--- config.mk ---
export PLATFORM = sky130hd
export DESIGN_NAME = hvt_merge_flat
export DESIGN_NICKNAME = d
export VERILOG_FILES = /design/src/hdl/hvt_pkg.sv /design/src/hdl/hvt_if.sv /design/src/hdl/hvt_merge.sv /design/src/flat_wrapper.sv
export SDC_FILE = /design/constraint.sdc
export NUM_CORES = 1
export LEC_CHECK = 0
export ABC_AREA = 1
export BUFFER_PORTS_ARGS = -buffer_cell sky130_fd_sc_hd__buf_2
export CAP_MARGIN = 15
export CORE_AREA = 2 2 100 102
export CTS_CLUSTER_SIZE = 25
export DETAILED_ROUTE_END_ITERATION = 16
export DIE_AREA = 0 0 102 104
export GPL_ROUTABILITY_DRIVEN = 0
export PLACE_DENSITY = 0.79
export SYNTH_ARGS = -nofsm -noshare
export SYNTH_HDL_FRONTEND = slang
export SYNTH_SLANG_ARGS = --single-unit
export TNS_END_PERCENT = 1
--- constraint.sdc ---
create_clock -name clk -period 24.8 [get_ports clk]
set_clock_uncertainty 0.15 [all_clocks]
set_input_delay 3.72 -clock clk [delete_from_list [all_inputs] [get_ports clk]]
set_output_delay 3.72 -clock clk [all_outputs]
set_load 0.005 [all_outputs]
--- src/hdl/hvt_pkg.sv ---
// Shared types and constants for the homogeneous vertex transform.
package hvt_pkg;

  localparam int DATA_W = 32;
  localparam int DIM    = 4;
  localparam int PROD_W = 2 * DATA_W;
  localparam int PAIR_W = PROD_W + 1;
  localparam int SUM_W  = PROD_W + 3;

  typedef enum logic [1:0] {
    OP_LOAD  = 2'd0,
    OP_VEC4  = 2'd1,
    OP_DIR   = 2'd2,
    OP_POINT = 2'd3
  } op_t;

  // Per-stage load enables shared by all row lanes.
  typedef struct packed {
    logic s1;
    logic s2;
    logic s3;
  } stage_en_t;

endpackage

--- src/hdl/hvt_if.sv ---


interface hvt_out_if;
  logic        valid;
  logic        ready;
  logic signed [31:0] out_x;
  logic signed [31:0] out_y;
  logic signed [31:0] out_z;
  logic signed [31:0] out_w;

  modport source (output valid, out_x, out_y, out_z, out_w, input ready);
  modport sink (input valid, out_x, out_y, out_z, out_w, output ready);
endinterface

--- src/hdl/hvt_merge.sv ---
// Output register that gathers the four lane results into one word.
module hvt_merge (
  input  logic                              clk,
  input  logic                              rst,
  input  logic                              lane_valid,
  input  logic signed [hvt_pkg::DATA_W-1:0] lane_res [hvt_pkg::DIM],
  output logic                              take,
  hvt_out_if.source                         result
);
  import hvt_pkg::*;

  logic valid;

  assign take         = !valid || result.ready;
  assign result.valid = valid;

  always_ff @(posedge clk) begin
    if (rst) begin
      valid <= 1'b0;
    end else if (take) begin
      valid <= lane_valid;
    end
  end

  always_ff @(posedge clk) begin
    if (take && lane_valid) begin
      result.out_x <= lane_res[0];
      result.out_y <= lane_res[1];
      result.out_z <= lane_res[2];
      result.out_w <= lane_res[3];
    end
  end

endmodule

--- src/flat_wrapper.sv ---
// flat-port wrapper written by rule: the top's interface ports become plain ports
module hvt_merge_flat import hvt_pkg::*;
  (clk, rst, lane_valid, lane_res, take, result_valid, result_out_x, result_out_y, result_out_z, result_out_w, result_ready);
  hvt_out_if result_i ();
  input  logic clk;
  input  logic rst;
  input  logic lane_valid;
  input  logic signed [hvt_pkg::DATA_W-1:0] lane_res[hvt_pkg::DIM];
  output logic take;
  output wire logic [$bits(result_i.valid)-1:0] result_valid;
  output wire logic [$bits(result_i.out_x)-1:0] result_out_x;
  output wire logic [$bits(result_i.out_y)-1:0] result_out_y;
  output wire logic [$bits(result_i.out_z)-1:0] result_out_z;
  output wire logic [$bits(result_i.out_w)-1:0] result_out_w;
  input wire logic [$bits(result_i.ready)-1:0] result_ready;
  assign result_valid = result_i.valid;
  assign result_out_x = result_i.out_x;
  assign result_out_y = result_i.out_y;
  assign result_out_z = result_i.out_z;
  assign result_out_w = result_i.out_w;
  assign result_i.ready = result_ready;
  hvt_merge u_core (.clk(clk), .rst(rst), .lane_valid(lane_valid), .lane_res(lane_res), .take(take), .result(result_i));
endmodule
======== After elaboration in Yosys (flattened, before gate mapping) ========
Cells that the tools add are included.
storage, ports and cells
  register bits ........................... 129
  output and inout bits ................... 130
  bits of input ports ..................... 132
  logic and storage cells ................. 8
cells by class
  reduce and logical (&&, ||, !) cells .... 3
operator list
  operator             number
  $logic_and A1 B1 Y1  1
  $logic_not A1 Y1     1
  $logic_or A1 B1 Y1   1

======== Longest topological paths before layout ========
Gate-level depths: netlist of the first run.
  word-level depth ........................ 3
  mapped depth ............................ 3
  gate-level depth less buffers ........... 3

======== Worst setup path before layout of the first run ========
No wires, ideal clock.
  path type ............................... input -> register
  from .................................... in lane_valid
  to ...................................... reg u_core.result.out_w[0] (enable)
  data required time ...................... 23.993 ns
  setup slack ............................. 14.049 ns
  path buffers ............................ 0
  library setup time ...................... 0.657 ns
  cell stages on the path ................. 2
  arrival time ............................ 9.944 ns
  cells stage by stage .................... inv_1 -> a21oi_1
on the way
  longest elaborated chain between the ends .. 1
ends and longest elaborated chain
  what                    line               source
  start: declaration      flat_wrapper.sv:7  input logic lane_valid;
  $logic_and A1 B1 Y1     hvt_merge.sv:26    if (take && lane_valid) begin
  end signal: assignment  hvt_merge.sv:30    result.out_w <= lane_res[3];
  end: declaration        hvt_if.sv:11       modport source (output valid, out_x, out_y, out_z, out_w, input ready);
No other way between the ends.
A chain may end at the register's enable or synchronous reset.

======== Worst setup path after layout of the first run ========
  from .................................... in result_ready
  to ...................................... out take
on the way
  longest elaborated chain between the ends .. 1
ends and longest elaborated chain
  what                line                source
  start: declaration  flat_wrapper.sv:15  input wire logic [$bits(result_i.ready)-1:0] result_ready;
  $logic_or A1 B1 Y1  hvt_merge.sv:14     assign take = !valid || result.ready;
  end: declaration    flat_wrapper.sv:9   output logic take;
No other way between the ends.

==> out/results.ini, run 1 <==
[power]
vdd.ir_drop.worst_uv=51.41
cellPowerDensity_nw_per_um2=87.50
static_leakage_nw=2.575

[worst_setup_path]
critPathMaxFanout=2
crit_path_end_kind=output port
timing.critical_path.slowest_stage_cell=buf_2
critPathLaunchType=input port
rrSetupSlack_ns=22.35
max_stage_delay_ns=0.13
cpMostUsedCell=buf_2
launch_point_of_the_worst_reg_to_reg_path=u_core.result.valid
cell_breakdown_of_the_critical_path=buf_2 -> inv_2 -> nand2_2 -> buf_2
data_arrival_time_of_the_critical_path_ns=4.08
reg2reg_to=u_core.result.out_w[17]
timing_worst_setup_path_type=in -> out
worst_r2r_path_depth=3
timing.critical_path.required_ns=20.93

[clock_tree]
root_buffer=clkbuf_8
cts_tree=yes
tritoncts.num_buffers=17
worst_skew_pair.late_latency_ns=0.50
hold_buffers=0
clock_sink_count=129
cts_setup_buffers=0
cts_resized=0
cts.reportedPaths.clkPinSlew_ns=0.06
clockBufferDepth=2
cts.htree.levels=4

[placed_design]
port-buffer-count=261
dp_hpwl_mm=6.431
placement.cell_area_um2=5390

[synthesis]
flip_flop_and_latch_count_after_synthesis=129
synth-seq-area-share=0.9929
syn_area_um2=3891
synthesis.nets=266
netlist-cell-type-count=7
avg_cell_area_syn_um2=29.04
yosys_warnings=0
syn_inst=134

[final_layout]
fin_nets=548
n_antenna_cell=0
finish.instance_area_um2=5958
drive_gt1_frac=0.6876
layout-area-overhead-vs-synth_pct=53.12
finish.utilization=0.6240

[worst_hold_path]
min_delay_path_depth=2
hold_start=u_core.result.valid
worst_hold_path_type=reg -> reg
min_to=u_core.result.valid

[floorplanning]
floorplan.initialDensity=0.4075
fp.dieW_um=102
core_area_um2=9549
dieArea_um2=10610
die_h_um=104
num_io_pins=262
fp-row-count=36

[sta]
timing_max_transition_violations_final=0
setup_violations=0
finalCriticalPeriod_ns=7.948
final_min_period_over_clock_period=0.3205
fin_setup_tns_ns=0
slew_of_the_pin_with_the_lowest_slew_margin_ns=0.8119
timing.fmax_mhz=125.8
grt_setup_unrepaired=no
maxSlewHeadroom=0.4587
final-hold-violation-count=0

[job]
drv.max_cap_violation_count=0

[grt]
grt_pass1_wl_mm=12.35
global_route.usage.met3=0.08333
grtUsageMet2=0.2754
grt_start_max_net_pins=68
grt_pass1_vias=2590
initial_antenna_violation_count=1
global_route.usage.total=0.1608
gr-total-overflow=0
grt_use_met1=0.1480
grt.busiest_layer=met2

[route]
drt_iter0_markers=81
via_count=2439
drt-pass1-iter-count=4
detail_route.wirelength_mm=8.549
route.detailed.drc=0
drt-wirelength-per-cell_um=15.21
ant_nets=0
post_drt_via_cell_ratio=4.340

[outcome]
outcome=completed

-- layout by cell type, fill, tap and decap left out, drive strengths merged --
cell and instances:
nand2 1, buf 263, dfxtp 1, inv 2
a21oi 2, clkbuf 21, bufinv 3, edfxtp 128
clkinvlp 2, clkinv 6
-- per-stage QoR --
stage	instances	power (mW)	worst slack, ns	hold slack [ns]
floorplan	134	0.2716	14.05	0.3416
global placement	530	0.2919	16.86	0.3603
detailed placement	530	0.2934	16.85	0.3721
CTS	562	0.5285	16.85	0.3852
global route	562	0.5406	16.83	0.4126
finish	562	0.5213	16.85	0.3842
-- how the worst max path moves through the flow --
stage | start | to | slack [ns]
after floorplan | lane_valid | u_core.result.out_w[0] | 14.05
after global placement | result_ready | take | 16.86
after detailed placement | result_ready | take | 16.85
after CTS | result_ready | take | 16.85
after global routing | result_ready | take | 16.83
final | result_ready | take | 16.85
-- synth_stat cells --
library cell  number  share of area
a21oi_2            1         0.0023
dfxtp_1            1         0.0051
nand2_2            1         0.0016
inv_2              1        0.00096
a21oi_1            1         0.0013
edfxtp_1         128           0.99
inv_1              1        0.00096
-- cell families (layout without fill, tap and decap cells) --
group                  after synthesis  after routing  synth area share
AND/OR/NAND/NOR                      1              1          0.001609
flip-flops                         129            129            0.9929
AO/OA/AOI/OAI                        2              2          0.003536
buffers and inverters                2            297          0.001927
-- flip-flops by register name (all words and copies together) (netlist names) --
signal / count
u_core.result.out_x: 32
u_core.result.out_y: 32
u_core.result.valid: 1
u_core.result.out_w: 32
u_core.result.out_z: 32
-- per-layer routing --
metal | wire length [um] | vias to the layer above
li1 | - | 1112
met1 | 2691 | 1140
met2 | 4580 | 171
met3 | 1091 | 16
met4 | 186 | 0
met5 | 0 | -
-- critical path: cells and delay by family --
family                 cells  cell delay (ns)
and+or+nand+nor            1             0.06
buffers and inverters      3             0.30
-- final cells by class --
type | count | area, um^2
Sequential cell | 129 | 3864
Inverter | 2 | 7.507
Tap cell | 133 | 166.4
Multi-Input combinational cell | 3 | 31.28
Clock buffer | 21 | 429.2
Fill cell | 739 | 3591
Timing Repair Buffer | 263 | 1321
Clock inverter | 11 | 138.9
-- where the power goes --
group	leakage [nW]	total, mW	internal [mW]	switching, mW
combinational	1.05	0.0298	0.0151	0.0147
sequential	1.25	0.259	0.256	0.00320
clock	0.275	0.233	0.152	0.0809
total	2.57	0.521	0.423	0.0988
(Power assumes the default switching activity.)
==> inputs of run 2 (changes only) <==
--- a/config.mk
+++ b/config.mk
@@ -8,12 +8,12 @@
 export ABC_AREA = 1
 export BUFFER_PORTS_ARGS = -buffer_cell sky130_fd_sc_hd__buf_2
 export CAP_MARGIN = 15
-export CORE_AREA = 2 2 100 102
+export CORE_AREA = 2 2 101 103
 export CTS_CLUSTER_SIZE = 25
 export DETAILED_ROUTE_END_ITERATION = 16
-export DIE_AREA = 0 0 102 104
+export DIE_AREA = 0 0 103 105
 export GPL_ROUTABILITY_DRIVEN = 0
-export PLACE_DENSITY = 0.79
+export PLACE_DENSITY = 0.78
 export SYNTH_ARGS = -nofsm -noshare
 export SYNTH_HDL_FRONTEND = slang
 export SYNTH_SLANG_ARGS = --single-unit
==> constraint.sdc (replaced) <==
create_clock -name clk -period 7.7 [get_ports clk]
set_clock_uncertainty 0.15 [all_clocks]
set_input_delay 1.155 -clock clk [delete_from_list [all_inputs] [get_ports clk]]
set_output_delay 1.155 -clock clk [all_outputs]
set_load 0.005 [all_outputs]
==> run 2 against run 1 <==
Final area shrank 1.1%. Utilization shrank 1.3 points. Clock power grew to 2.9 times the previous value. Sequential power grew to 3.2 times the previous value. Highest routed layer unchanged.
==> out/results.ini, run 2 (synthesized netlist as in run 1, its figures left out) <==
[route]
drt_iter0_markers=76  ; was 81
detail_route.wirelength_mm=8.421  ; was 8.549 mm
drt-pass1-iter-count=4  ; unchanged
ant_nets=0  ; unchanged
route.detailed.drc=0  ; unchanged
drt-wirelength-per-cell_um=14.98  ; was 15.21 um
post_drt_via_cell_ratio=4.292  ; was 4.340
via_count=2412  ; was 2439

[worst_setup_path]
launch_point_of_the_worst_reg_to_reg_path=u_core.result.valid  ; unchanged
critPathMaxFanout=2  ; unchanged
worst_r2r_path_depth=2  ; was 3
crit_path_end_kind=output port  ; unchanged
timing_worst_setup_path_type=in -> out  ; unchanged
critPathLaunchType=input port  ; unchanged
crit_path_end=take  ; unchanged
data_arrival_time_of_the_critical_path_ns=1.51  ; was 4.08 ns
startpoint=result_ready  ; unchanged
rrSetupSlack_ns=5.99  ; was 22.35 ns
reg2reg_to=u_core.result.out_z[8]  ; was u_core.result.out_w[17]
timing.critical_path.required_ns=6.39  ; was 20.93 ns

[power]
cellPowerDensity_nw_per_um2=271.0  ; was 87.50 nW/um^2
static_leakage_nw=2.550  ; was 2.575 nW
vdd.ir_drop.worst_uv=191.0  ; was 51.41 uV

[grt]
gr-total-overflow=0  ; unchanged
initial_antenna_violation_count=1  ; unchanged
grt_pass1_vias=2599  ; was 2590
grt_pass1_wl_mm=12.30  ; was 12.35 mm
global_route.usage.total=0.1594  ; was 0.1608
grt_start_max_net_pins=66  ; was 68

[final_layout]
mostFrequentLayoutCell=buf_2  ; unchanged
drive_gt1_frac=0.6799  ; was 0.6876
num-fill-cells=783  ; was 739
ff_latch_area_um2=3864  ; unchanged
fin_nets=548  ; unchanged
layout-area-overhead-vs-synth_pct=51.45  ; was 53.12%
layout_common_cells=buf_2 (261), edfxtp_1 (128), clkbuf_16 (16)  ; unchanged
multi_input_area_um2=31.28  ; unchanged

[floorplanning]
floorplan.initialDensity=0.4037  ; was 0.4075
dieArea_um2=10820  ; was 10610 um^2
die_h_um=105  ; was 104 um
fp.dieW_um=103  ; was 102 um
num_io_pins=262  ; unchanged
core_area_um2=9639  ; was 9549 um^2
fp-row-count=36  ; unchanged

[clock_tree]
root_buffer=clkbuf_8  ; unchanged
clockBufferDepth=2  ; unchanged
worst_skew_pair.late_latency_ns=0.50  ; about the same
cts_setup_buffers=0  ; unchanged
hold_buffers=0  ; unchanged
cts_resized=0  ; unchanged
cts_tree=yes  ; unchanged
tritoncts.num_buffers=17  ; unchanged
cts.reportedPaths.clkPinSlew_ns=0.05  ; was 0.06 ns
cts.htree.levels=4  ; unchanged
clock_sink_count=129  ; unchanged

[sta]
grt_setup_unrepaired=no  ; unchanged
timing_max_transition_violations_final=0  ; unchanged
finalCriticalPeriod_ns=2.818
setup_violations=0  ; unchanged
timing.final.ws_setup_ns=4.882  ; was 16.85 ns
maxSlewHeadroom=0.4765  ; was 0.4587
final_min_period_over_clock_period=0.3660
timing.fmax_mhz=354.8
final-hold-violation-count=0  ; unchanged
fin_setup_tns_ns=0  ; unchanged
slew_of_the_pin_with_the_lowest_slew_margin_ns=0.7853  ; was 0.8119 ns

[job]
drv.max_cap_violation_count=0  ; unchanged

[outcome]
outcome=completed  ; unchanged

[worst_hold_path]
worst_hold_path_type=reg -> reg  ; unchanged

[placed_design]
post-place-ws_ns=4.882  ; was 16.85 ns
port-buffer-count=261  ; unchanged

==> run 2: layer usage <==
layer	wire length, um	GRT usage
met1	2791	0.1496
met2	4299	0.2644
met3	1103	0.09431
met4	227	0.08741
met5	0	0
==> run 2: worst min-delay path by stage <==
stage                         from             endpoint  slack (ns)  cells after the start
3_3_place_gp   u_core.result.valid  u_core.result.valid        0.36                      2
4_1_cts        u_core.result.valid  u_core.result.valid        0.38                      2
6_report       u_core.result.valid  u_core.result.valid        0.38                      2
5_1_grt        u_core.result.valid  u_core.result.valid        0.42                      2
2_1_floorplan  u_core.result.valid  u_core.result.valid        0.35                      2
3_5_place_dp   u_core.result.valid  u_core.result.valid        0.37                      2
==> run 2: layout make-up <==
type	instances	area share
Tap cell	133	0.02824
Multi-Input combinational cell	3	0.005308
Sequential cell	129	0.6556
Antenna cell	1	0.0004246
Clock buffer	22	0.07346
Clock inverter	9	0.01146
Inverter	2	0.001274
Timing Repair Buffer	263	0.2242
==> run 2: metrics by stage <==
stage	utilization	cell area (um^2)	cells	total power [mW]	hold WS, ns
after floorplan	-	3895	134	0.8706	0.3545
final	0.6114	5893	562	1.597	0.3806
after global placement	0.5592	5390	530	0.9397	0.3602
after detailed placement	0.5592	5390	530	0.9444	0.3716
after CTS	0.6111	5891	561	1.622	0.3804
after global routing	0.6114	5893	562	1.671	0.4159
==> run 2: report_power, final <==
part | total, mW | switching (mW) | internal (mW)
logic | 0.0954 | 0.0467 | 0.0487
clock network | 0.669 | 0.250 | 0.418
registers | 0.833 | 0.00970 | 0.823
total | 1.60 | 0.306 | 1.29
==> run 2: critical path, cell delays in order <==
cell,delay (ns)
buf_2,0.10
inv_2,0.07
nand2_2,0.06
buf_2,0.13
